--- config.mk ---
export PLATFORM = sky130hd
export DESIGN_NAME = three_rotor_substitution_cipher_top
export DESIGN_NICKNAME = d
export VERILOG_FILES = /design/src/rtl/rcp_pkg.sv /design/src/rtl/three_rotor_substitution_cipher_top.sv /design/src/rtl/rcp_ram.sv
export SDC_FILE = /design/constraint.sdc
export NUM_CORES = 1
export LEC_CHECK = 0
export CORE_UTILIZATION = 60
export CTS_BUF_LIST = sky130_fd_sc_hd__clkbuf_16
export CTS_CLUSTER_DIAMETER = 60
export DETAILED_ROUTE_END_ITERATION = 7
export DONT_BUFFER_PORTS = 1
export GPL_TIMING_DRIVEN = 0
export HOLD_SLACK_MARGIN = 0.06
export PLACE_DENSITY = 0.76
export SETUP_SLACK_MARGIN = 0.15
export SLEW_MARGIN = 0
export SYNTH_ARGS = -nofsm -noshare
export SYNTH_HDL_FRONTEND = slang
export SYNTH_HIERARCHICAL = 1
export SYNTH_SLANG_ARGS = --single-unit
--- constraint.sdc ---
create_clock -name clk -period 4.7 [get_ports clk]
set_input_delay 0.94 -clock clk [delete_from_list [all_inputs] [get_ports clk]]
set_output_delay 0.94 -clock clk [all_outputs]
set_load 0.005 [all_outputs]
--- src/rtl/rcp_pkg.sv ---
`timescale 1ns / 1ps
// ----------------------------------------------------------------------------
// rcp_pkg
// Constants, types and letter arithmetic for the three-rotor cipher.
// ----------------------------------------------------------------------------
package rcp_pkg;

    localparam int unsigned RCP_LETTERS   = 26;
    localparam int unsigned RCP_OUT_DEPTH = 8;

    typedef logic [4:0] letter_t;
    typedef logic [7:0] byte_t;

    // Character bounds
    localparam byte_t CH_LOWER_A = 8'h61;
    localparam byte_t CH_LOWER_Z = 8'h7a;
    localparam byte_t CH_UPPER_A = 8'h41;
    localparam byte_t CH_UPPER_Z = 8'h5a;

    // Item commands
    localparam logic CMD_LOAD   = 1'b0;
    localparam logic CMD_CIPHER = 1'b1;

    // Rotor select codes
    localparam logic [1:0] ROTOR_FIRST  = 2'd0;
    localparam logic [1:0] ROTOR_SECOND = 2'd1;
    localparam logic [1:0] ROTOR_THIRD  = 2'd2;
    localparam logic [1:0] ROTOR_NONE   = 2'd3;

    // Per-item side data carried down the lookup pipeline
    typedef struct packed {
        logic    letter;
        logic    upper;
        byte_t   ch;
        letter_t p2;
        letter_t p3;
    } stage_t;

    // Sum of two letter numbers (both below 26), wrapped into 0..25
    function automatic letter_t add_mod26(input letter_t a, input letter_t b);
        logic [5:0] s;
        s = {1'b0, a} + {1'b0, b};
        if (s >= 6'(RCP_LETTERS))
            s = s - 6'(RCP_LETTERS);
        return s[4:0];
    endfunction

    // Reduce a 5-bit value into 0..25
    function automatic letter_t mod26(input letter_t v);
        letter_t r;
        r = v;
        if (v >= 5'(RCP_LETTERS))
            r = v - 5'(RCP_LETTERS);
        return r;
    endfunction

endpackage

--- src/rtl/three_rotor_substitution_cipher_top.sv ---
`timescale 1ns / 1ps
// ----------------------------------------------------------------------------
// three_rotor_substitution_cipher_top
// Three-rotor substitution cipher with odometer stepping, no reflector.
// ----------------------------------------------------------------------------
// Usage:
//   Input channel (in_valid/in_ready) takes one item per cycle. A load item
//   (command 0) with a valid rotor and index writes one rotor table entry
//   and clears all rotor positions; it gives no result. A cipher item
//   (command 1) gives exactly one char_out on the output channel
//   (out_valid/out_ready), in item order. Letters map through the three
//   rotor tables in the same case; other bytes pass unchanged and do not
//   step the rotors. The first table read is at the accepting edge; the
//   second and third reads follow in turn, then the result enters the queue.
//   Throughput: one item per cycle while in_ready is high; the three rotor
//   RAMs each serve one lookup stage, and positions are updated at accept.
//   When the receiver stalls, results collect in an OUT_DEPTH-entry queue;
//   in_ready drops once queued plus in-flight items reach OUT_DEPTH.
//   OUT_DEPTH of 5 or more keeps the full rate with out_ready held high.
//   Reset clears positions, pipeline and queue; rotor tables are undefined
//   until loaded.
// ----------------------------------------------------------------------------
module three_rotor_substitution_cipher_top
    import rcp_pkg::*;
#(
    parameter int unsigned OUT_DEPTH = RCP_OUT_DEPTH
) (
    input  logic       clk,
    input  logic       rst_n,
    input  logic       in_valid,
    output logic       in_ready,
    input  logic       command,
    input  logic [1:0] rotor_select,
    input  logic [4:0] entry_index,
    input  logic [4:0] entry_value,
    input  logic [7:0] char_in,
    output logic       out_valid,
    input  logic       out_ready,
    output logic [7:0] char_out
);

    localparam int unsigned PTR_W = (OUT_DEPTH > 1) ? $clog2(OUT_DEPTH) : 1;
    localparam int unsigned CNT_W = $clog2(OUT_DEPTH + 1);
    localparam int unsigned TOT_W = $clog2(OUT_DEPTH + 4);

    logic    in_fire;
    logic    is_lower;
    logic    is_upper;
    logic    is_letter;
    letter_t letter_x;
    logic    load_ok;
    letter_t load_val;
    logic    we1, we2, we3;

    logic    w3_valid_reg;
    letter_t w3_index_reg;
    letter_t w3_value_reg;

    letter_t p1_reg, p2_reg, p3_reg;
    letter_t p1_next, p2_next, p3_next;

    letter_t raddr1, raddr2, raddr3;
    letter_t rdata1, rdata2, rdata3;

    logic    s1_valid_reg, s2_valid_reg, s3_valid_reg;
    stage_t  s1_reg, s2_reg, s3_reg;
    stage_t  s0_info;
    byte_t   result;

    byte_t            fifo_mem_reg [OUT_DEPTH];
    logic [PTR_W-1:0] wr_ptr_reg, rd_ptr_reg;
    logic [CNT_W-1:0] fifo_cnt_reg;
    logic [TOT_W-1:0] in_flight;
    logic             push, pop;

    // Decode the incoming item
    assign in_fire   = in_valid && in_ready;
    assign is_lower  = (char_in >= CH_LOWER_A) && (char_in <= CH_LOWER_Z);
    assign is_upper  = (char_in >= CH_UPPER_A) && (char_in <= CH_UPPER_Z);
    assign is_letter = is_lower || is_upper;
    assign letter_x  = is_upper ? 5'(char_in - CH_UPPER_A) : 5'(char_in - CH_LOWER_A);
    assign load_ok   = (command == CMD_LOAD) && (rotor_select != ROTOR_NONE)
                       && (entry_index < 5'(RCP_LETTERS));
    assign load_val  = mod26(entry_value);

    assign we1 = in_fire && load_ok && (rotor_select == ROTOR_FIRST);
    assign we2 = in_fire && load_ok && (rotor_select == ROTOR_SECOND);
    assign we3 = in_fire && load_ok && (rotor_select == ROTOR_THIRD);

    // Register third-rotor writes so an earlier item's third read
    // still sees the old entry
    always_ff @(posedge clk or negedge rst_n)
    begin
        if (!rst_n)
        begin
            w3_valid_reg <= 1'b0;
            w3_index_reg <= '0;
            w3_value_reg <= '0;
        end
        else
        begin
            w3_valid_reg <= we3;
            w3_index_reg <= entry_index;
            w3_value_reg <= load_val;
        end
    end

    // Advance positions odometer-style on a cipher letter, clear on a valid load
    always_comb
    begin
        p1_next = p1_reg;
        p2_next = p2_reg;
        p3_next = p3_reg;
        if (in_fire && load_ok)
        begin
            p1_next = '0;
            p2_next = '0;
            p3_next = '0;
        end
        else if (in_fire && (command == CMD_CIPHER) && is_letter)
        begin
            if (p1_reg == 5'(RCP_LETTERS - 1))
            begin
                p1_next = '0;
                if (p2_reg == 5'(RCP_LETTERS - 1))
                begin
                    p2_next = '0;
                    p3_next = (p3_reg == 5'(RCP_LETTERS - 1)) ? '0 : p3_reg + 5'd1;
                end
                else
                begin
                    p2_next = p2_reg + 5'd1;
                end
            end
            else
            begin
                p1_next = p1_reg + 5'd1;
            end
        end
    end

    always_ff @(posedge clk or negedge rst_n)
    begin
        if (!rst_n)
        begin
            p1_reg <= '0;
            p2_reg <= '0;
            p3_reg <= '0;
        end
        else
        begin
            p1_reg <= p1_next;
            p2_reg <= p2_next;
            p3_reg <= p3_next;
        end
    end

    // Lookup addresses: the first stage adds its rotor offset to the letter, each later stage to the previous read
    assign raddr1 = add_mod26(letter_x, p1_reg);
    assign raddr2 = add_mod26(rdata1, s1_reg.p2);
    assign raddr3 = add_mod26(rdata2, s2_reg.p3);

    rcp_ram #(.WIDTH(5), .DEPTH(RCP_LETTERS)) u_rotor1 (
        .clk   (clk),
        .we    (we1),
        .waddr (entry_index),
        .wdata (load_val),
        .raddr (raddr1),
        .rdata (rdata1)
    );

    rcp_ram #(.WIDTH(5), .DEPTH(RCP_LETTERS)) u_rotor2 (
        .clk   (clk),
        .we    (we2),
        .waddr (entry_index),
        .wdata (load_val),
        .raddr (raddr2),
        .rdata (rdata2)
    );

    rcp_ram #(.WIDTH(5), .DEPTH(RCP_LETTERS)) u_rotor3 (
        .clk   (clk),
        .we    (w3_valid_reg),
        .waddr (w3_index_reg),
        .wdata (w3_value_reg),
        .raddr (raddr3),
        .rdata (rdata3)
    );

    // Capture item info with the positions in force before this item steps
    always_comb
    begin
        s0_info.letter = is_letter;
        s0_info.upper  = is_upper;
        s0_info.ch     = char_in;
        s0_info.p2     = p2_reg;
        s0_info.p3     = p3_reg;
    end

    // Lookup pipeline valid bits
    always_ff @(posedge clk or negedge rst_n)
    begin
        if (!rst_n)
        begin
            s1_valid_reg <= 1'b0;
            s2_valid_reg <= 1'b0;
            s3_valid_reg <= 1'b0;
        end
        else
        begin
            s1_valid_reg <= in_fire && (command == CMD_CIPHER);
            s2_valid_reg <= s1_valid_reg;
            s3_valid_reg <= s2_valid_reg;
        end
    end

    // Lookup pipeline payload
    always_ff @(posedge clk)
    begin
        s1_reg <= s0_info;
        s2_reg <= s1_reg;
        s3_reg <= s2_reg;
    end

    // Restore case, or pass the byte through
    assign result = s3_reg.letter
                    ? ((s3_reg.upper ? CH_UPPER_A : CH_LOWER_A) + {3'b000, rdata3})
                    : s3_reg.ch;

    // Result queue
    assign push = s3_valid_reg;
    assign pop  = out_valid && out_ready;

    always_ff @(posedge clk)
    begin
        if (push)
        begin
            fifo_mem_reg[wr_ptr_reg] <= result;
        end
    end

    always_ff @(posedge clk or negedge rst_n)
    begin
        if (!rst_n)
        begin
            wr_ptr_reg   <= '0;
            rd_ptr_reg   <= '0;
            fifo_cnt_reg <= '0;
        end
        else
        begin
            if (push)
            begin
                wr_ptr_reg <= (wr_ptr_reg == PTR_W'(OUT_DEPTH - 1)) ? '0
                              : wr_ptr_reg + PTR_W'(1);
            end
            if (pop)
            begin
                rd_ptr_reg <= (rd_ptr_reg == PTR_W'(OUT_DEPTH - 1)) ? '0
                              : rd_ptr_reg + PTR_W'(1);
            end
            fifo_cnt_reg <= fifo_cnt_reg + CNT_W'(push) - CNT_W'(pop);
        end
    end

    assign out_valid = (fifo_cnt_reg != '0);
    assign char_out  = fifo_mem_reg[rd_ptr_reg];

    // Hold off input once every queue slot is spoken for
    assign in_flight = TOT_W'(fifo_cnt_reg) + TOT_W'(s1_valid_reg)
                       + TOT_W'(s2_valid_reg) + TOT_W'(s3_valid_reg);
    assign in_ready  = (in_flight < TOT_W'(OUT_DEPTH));

endmodule

--- src/rtl/rcp_ram.sv ---
`timescale 1ns / 1ps
// ----------------------------------------------------------------------------
// rcp_ram
// Generic single-write, single-read RAM with registered read (read-first).
// ----------------------------------------------------------------------------
module rcp_ram #(
    parameter int unsigned WIDTH = 8,
    parameter int unsigned DEPTH = 16
) (
    input  logic                     clk,
    input  logic                     we,
    input  logic [$clog2(DEPTH)-1:0] waddr,
    input  logic [WIDTH-1:0]         wdata,
    input  logic [$clog2(DEPTH)-1:0] raddr,
    output logic [WIDTH-1:0]         rdata
);

    logic [WIDTH-1:0] mem [DEPTH];

    // Write and read in the same edge; a read sees the old contents
    always_ff @(posedge clk)
    begin
        if (we)
        begin
            mem[waddr] <= wdata;
        end
        rdata <= mem[raddr];
    end

endmodule

==> results.md, run 1 <==
- Worst Reg2Reg Path Length in Cells: 11
- CP Launch Type: input pin
- Cell Pwr Density: between 600 and 700 nW/µm²
- WL final: around 44000 µm
- Largest net degree at the start of global routing: 56
- Worst Path Max Fanout: 10
- First-pass GRT wire length: about 69000 µm
- Worst setup path class: input pin to flop
- # clock sinks: about 550
- Most common cell after layout, fill and taps aside: edfxtp_1
- Clk slew on worst S/H paths: about 60 ps
- Maxcap violations: 0
- Aggregate global routing overflow: 0
- Register area share after synthesis: between 60% and 70%
- Final setup vio count: 0
- Mapped cell area: roughly 23000 µm²
- GP Congestion: around 0.92
- Die H: about 200 µm
- IO Pins: 35
- Syn_nets: 1505
- Final HPWL DP: 28600 µm
- Clock latency on the worst-skew pair: about 590 ps
- Flop2flop setup slack: ~540 ps
- Mean Syn Cell Area: approximately 16 µm²
- TritonCTS buffer count: 53
- Share of cells above drive strength 1: between 10% and 20%
- Drt wl/cell: 21.6 µm
- Setup Skew: approximately 22 ps
- Root Buffer: clkbuf_16
- Synth top area cells: edfxtp_1, mux2i_1, dfxtp_1, dfrtp_1, mux4_2
- H-tree levels: 2
- Count of final max-slew check failures: 0
- Core Region: roughly 37000 µm²
- Fin crit period: 4220 ps
- Fin nets: ~1600
- Postcts setup bufs: 0
- FFs w/ async S/R, synth: 7.05%
- CP Data Required Time: just over 5000 ps
- Clock buffer depth: 3
- CTS tree: yes
- R2R Path End: u_rotor1/mem[8][2]$_DFFE_PP_
- Synth Instances: about 1400
- Die area: between 30000 and 40000 µm²
- Crit. Startpoint: char_in[0]
- VDD IR max: about 0.37 mV
- Design area: roughly 25000 µm²
- Total number of vias: 12400
- #FFs+latches synth: between 500 and 600
- Setup TNS: 0 ps
- Worst-margin pin slew: roughly 1400 ps
- Slew margin rel.: between 8 and 9%
- RSZ-0062 raised after global routing: no
- Placed cells: 1952
- # port buffers: 0
- Fmax: roughly 240 MHz
- Vias per inst: ~6.0
- Outcome: complete, no violations
- CP Data Arrival Time: about 4700 ps
- Finished Layout Cells: just over 2000
- Commonest non-fill, non-tap cells in the layout: edfxtp_1, mux2i_1, nor2_1, nand2_1, dfxtp_1
- CP Capture Type: flop
- Post-route DRC violation count: 0
- Cell variety after synth: 71
- Worst setup endpoint: u_rotor1/rdata[1]$_DFF_P_
- Leakage: between 9 and 10 nW
- Initial antenna violation count: 0
- Routed Antenna Nets: 0
- Hold Fails Final Rpt: 0
- GRT Overall Usage: 23.4%
- Tcrit/Tclk final: 89.9%
- Number of synthesized flops with an enable pin: approximately 450
- Ys flop type: edfxtp_1
- Ys Warns: 6
- Die X: slightly below 200 µm
- Hold Crit Class: input pin to asynchronous set/reset pin
- Largest regs: u_rotor1/mem x130, u_rotor2/mem x130, u_rotor3/mem x130
- Share of the synthesized area in the top cell type: about three fifths
- Row cnt: 71
- Initial Utilization: just over 60%
- N_diodes: 0
- Iter 0 DRT Violations: between 1000 and 1500
- P&R area growth vs syn: 11.3%
- Number of global-route vias before repair: ~13000
- Worst flop-to-flop path startpoint: push$_DFF_PN0_
- DP Area: 23600 µm²
- Area leader, netlist: edfxtp_1
- Drt pass-1 iters: 5
## worst min-delay path by stage
stage | from | end | slack, ps | depth (start not counted)
3_3_place_gp | s2_reg[12]$_DFF_P_ | s3_reg[12]$_DFF_P_ | 310 | 0
6_report | rst_n | rd_ptr_reg[0]$_DFFE_PN0P_ | 210 | 1
2_1_floorplan | s1_reg[0]$_DFF_P_ | s2_reg[0]$_DFF_P_ | 310 | 0
4_1_cts | rst_n | w3_index_reg[0]$_DFF_PN0_ | 200 | 1
3_5_place_dp | s1_reg[12]$_DFF_P_ | s2_reg[12]$_DFF_P_ | 310 | 0
5_1_grt | rst_n | fifo_cnt_reg[2]$_DFF_PN0_ | 210 | 1
## metal layers
metal	share of wire, %	GRT usage, %	wire length (µm)	vias to the layer above
li1	-	-	-	5676
met1	41	30.9	18300	6198
met2	50	39.7	22000	419
met3	6.8	4.33	3030	77
met4	2.1	7.01	949	0
met5	0	0	0	-
## layout make-up
| class | instances | area, µm² |
|---|---|---|
| plain buffers | 51 | 325 |
| well taps | 511 | 639 |
| clock inverters | 40 | 362 |
| inverters | 32 | 128 |
| repair buffers | 6 | 118 |
| fillers | 2550 | 12100 |
| flip-flops and latches | 553 | 15800 |
| clock buffers | 57 | 1430 |
| multi-input cells | 800 | 6570 |
## through the flow
stage | setup WS, ps | util, % | hold slack (ps) | power, mW
global route | 213 | 67.7 | 206 | 15.9
floorplan | 520 | - | 310 | 9.66
detailed placement | -156 | 62.9 | 312 | 11.0
CTS | 438 | 67.7 | 198 | 15.3
global placement | -1960 | 62.5 | 311 | 10.9
finish | 475 | 67.7 | 209 | 15.3
## critical path, cell delays in order
cell	delay, ps
inv_1	50
ha_1	270
inv_1	60
fa_1	590
inv_1	80
a22o_1	230
a221oi_1	420
a21oi_1	230
mux2i_1	180
clkbuf_2	220
buf_2	310
mux4_2	340
mux2_2	280
o211ai_1	300
nand3_1	170
## synth_stat cells, drive strengths merged, types with 3 or more instances
| library cell | count |
|---|---|
| nor3 | 15 |
| and2 | 4 |
| ha | 39 |
| or3b | 10 |
| or3 | 8 |
| a31oi | 6 |
| nor2 | 110 |
| nand2b | 6 |
| clkbuf | 19 |
| o31a | 3 |
| o311ai | 6 |
| inv | 31 |
| a21oi | 45 |
| a31o | 3 |
| a21o | 10 |
| o21a | 4 |
| nand2 | 91 |
| nand3 | 60 |
| nand3b | 16 |
| buf | 32 |
| fa | 5 |
| or2 | 5 |
| o41ai | 5 |
| nor2b | 14 |
| a22oi | 15 |
| nand4 | 19 |
| o211ai | 16 |
| mux4 | 46 |
| o21ai | 17 |
| mux2i | 143 |
| dfxtp | 60 |
| a211oi | 6 |
| mux2 | 29 |
| edfxtp | 454 |
| xnor2 | 7 |
| a211o | 3 |
| xor2 | 10 |
| dfrtp | 39 |
## where the power goes
part	total, mW	switching [mW]	internal, mW
sequential	5.71	0.161	5.55
clock	4.30	1.74	2.56
combinational	5.26	3.03	2.23
## logic make-up after synthesis
group                      synth area share, %
DFF                                       69.4
xor gates and xnor gates                 0.653
buffers and inverters                     1.98
muxes                                     12.5
and+or+nand+nor                           7.89
adders and majority gates                 2.58
AOI/OAI and AO/OA                         5.05
## timing repair
item | 4_1_cts | 5_1_grt
endpoints found under the hold margin | 39 | 0
resized for setup | 0 | 2
setup endpoints to repair | 0 | 3
hold buffers | 1 | 0
Note: power is estimated with default switching activity, not from simulation.
==> run 2: changes to the inputs <==
--- a/config.mk
+++ b/config.mk
@@ -13,6 +13,7 @@
 export GPL_TIMING_DRIVEN = 0
 export HOLD_SLACK_MARGIN = 0.06
 export PLACE_DENSITY = 0.76
+export REMOVE_ABC_BUFFERS = 1
 export SETUP_SLACK_MARGIN = 0.15
 export SLEW_MARGIN = 0
 export SYNTH_ARGS = -nofsm -noshare
==> run 2 against run 1 <==
- first-iteration DRC count increased by 5.9%
- largest cell class unchanged
- clock power fell by 3%
- worst setup slack worse by 11 ps
- critical path type is now flop to flop
- largest power group unchanged
==> results.md, run 2 (synthesis gave the netlist of run 1 again) <==
- Clk slew on worst S/H paths: 60 ps (about the same)
- First-pass GRT wire length: 67900 µm (-1.7%)
- # port buffers: 0 (unchanged)
- Switching portion of total power: 32.2% (-0.057 points)
- Max Used Layer: met5
- Share of cells above drive strength 1: 12.3% (-1.5 points)
- Post-route DRC violation count: 0 (unchanged)
- Most common cell after layout, fill and taps aside: edfxtp_1
- Fin nets: 1526 (-2.6%)
- R2R Path End: u_rotor1/mem[0][3]$_DFFE_PP_
- Iter 0 DRT Violations: 1070 (+5.9%)
- Flop2flop setup slack: 460 ps (-80 ps)
- Worst Reg2Reg Path Length in Cells: 8 (-3)
- Die H: 197 µm (unchanged)
- Clock latency on the worst-skew pair: 590 ps (about the same)
- Setup TNS: 0 ps (unchanged)
- Die area: 38800 µm² (unchanged)
- Die X: 197 µm (unchanged)
- IO Pins: 35 (unchanged)
- Hold Fails Final Rpt: 0 (unchanged)
- Count of final max-slew check failures: 0 (unchanged)
- CP Data Required Time: 4920 ps (-230 ps)
- Routed wl met2: 21400 µm (-2.5%)
- RSZ-0062 raised after global routing: no
- Row cnt: 71 (unchanged)
- Worst setup path class: flop to flop
- Core Region: 37500 µm² (unchanged)
- Fin util: 67.4% (-0.30 points)
- DP Area: 23500 µm² (-0.38%)
- Fmax: 236 MHz (-0.27%)
- Slew margin rel.: 15.2% (+7.0 points)
- Drt pass-1 iters: 5 (unchanged)
- Switching pwr: 4.89 mW (-0.89%)
- Design area: 25300 µm² (-0.44%)
- Total number of vias: 12200 (-1.1%)
- Maxcap violations: 0 (unchanged)
- # clock sinks: 553 (unchanged)
- Cell Pwr Density: 600 nW/µm² (-0.27%)
- Final HPWL DP: 27900 µm (-2.6%)
- Final setup vio count: 0 (unchanged)
- Comb power frac: 34.3% (about the same)
- Routed Antenna Nets: 0 (unchanged)
- Sequential share of power: 38.2% (+0.8 points)
- GP Congestion: 0.831 (-9.8%)
- Leakage: 8.88 nW (-1.4%)
- Worst flop-to-flop path startpoint: push$_DFF_PN0_
- Outcome: complete, no violations
- Clock Power Share: 27.5% (-0.7 points)
- Initial antenna violation count: 1 (+1)
- Aggregate global routing overflow: 0 (unchanged)
- Commonest non-fill, non-tap cells in the layout: edfxtp_1, mux2i_1, nor2_1, nand2_1, dfxtp_1
- H-tree levels: 2 (unchanged)
- N_diodes: 0 (unchanged)
- Largest net degree at the start of global routing: 56 (unchanged)
- Setup Skew: 13.6 ps (-8.39 ps)
- Vias per inst: 6.08 (+0.71%)
- Worst-margin pin slew: 1260 ps (-104 ps)
- Hold Crit Class: input pin to asynchronous set/reset pin
- Initial Utilization: 60.8% (unchanged)
- WL final: 43600 µm (-1.5%)
- Fin crit period: 4240 ps (+11.3 ps)
- Drt wl/cell: 21.7 µm (+0.34%)
- Met3 wire length: 3040 µm (+0.36%)
- Worst Path Max Fanout: 15 (+5)
- CP Capture Type: flop
- VDD IR max: 0.360 mV (-2.8%)
- Cell internal pwr: 10.3 mW (-0.63%)
- Root Buffer: clkbuf_16
- CTS tree: yes
- CP Launch Type: flop
- CP Data Arrival Time: 4460 ps (-210 ps)
- Clock buffer depth: 3 (unchanged)
- Largest regs: u_rotor1/mem x130, u_rotor2/mem x130, u_rotor3/mem x130
- P&R area growth vs syn: 10.8%
- Tcrit/Tclk final: 90.1% (+0.24 points)
- GRT Overall Usage: 23.2% (-0.22 points)
- Wl on met1: 18000 µm (-1.7%)
- Number of global-route vias before repair: 12300 (-2.6%)
- TritonCTS buffer count: 53 (unchanged)
[run 2: how the worst max path moves through the flow]
stage	end	cells after the start	from
after CTS	u_rotor1/rdata[0]$_DFF_P_	14	char_in[0]
after global placement	u_rotor1/rdata[0]$_DFF_P_	13	char_in[0]
after global routing	u_rotor2/mem[12][0]$_DFFE_PP_	8	push$_DFF_PN0_
final	u_rotor1/mem[0][3]$_DFFE_PP_	8	push$_DFF_PN0_
after detailed placement	u_rotor1/rdata[0]$_DFF_P_	14	char_in[0]
after floorplan	u_rotor1/rdata[4]$_DFF_P_	13	char_in[0]
[run 2: power by group through the flow]
| stage | registers, mW | clock network, mW | logic (mW) |
|---|---|---|---|
| 6_report | 5.79 | 4.17 | 5.20 |
| 5_1_grt | 5.83 | 4.43 | 5.58 |
| 4_1_cts | 5.80 | 4.24 | 5.16 |
| 3_5_place_dp | 5.90 | 0 | 5.11 |
| 3_3_place_gp | 5.89 | 0 | 4.61 |
| 2_1_floorplan | 5.81 | 0 | 3.70 |
[run 2: critical path, cell delays in order, from the launching register on]
cell and delay (ps):
dfrtp_1 450, fa_1 390, ha_1 310, a31oi_1 280
nor3_1 140, or3_1 710, nor3_1 520, or3b_1 570
nor2_1 500
[run 2: through the flow]
step	power (mW)	hold WS [ps]	instances	setup WS [ps]
3_3_place_gp	10.5	311	1896	-2510
6_report	15.2	190	2013	464
4_1_cts	15.2	174	2009	311
5_1_grt	15.8	189	2013	309
2_1_floorplan	9.52	310	1385	-1070
3_5_place_dp	11.0	312	1908	-292
[run 2: repair_timing]
item / CTS / global route
hold buffers: 1 / 0
endpoints found under the hold margin: 39 / 0
setup endpoints to repair: 0 / 5
buffers inserted: 0 / 3
resized for setup: 0 / 0
[run 2: per-layer routing]
layer	up-vias	track usage, %
li1	5593	-
met1	6090	31.1
met2	457	38.1
met3	91	4.06
met4	2	8.81
met5	-	0
[run 2: layout make-up]
type	count	area, µm²
Clock inverter	45	359
Tap cell	511	639
Sequential cell	553	15800
Fill cell	2522	12200
Clock buffer	55	1380
Multi-Input combinational cell	800	6640
Inverter	32	128
Timing Repair Buffer	17	310
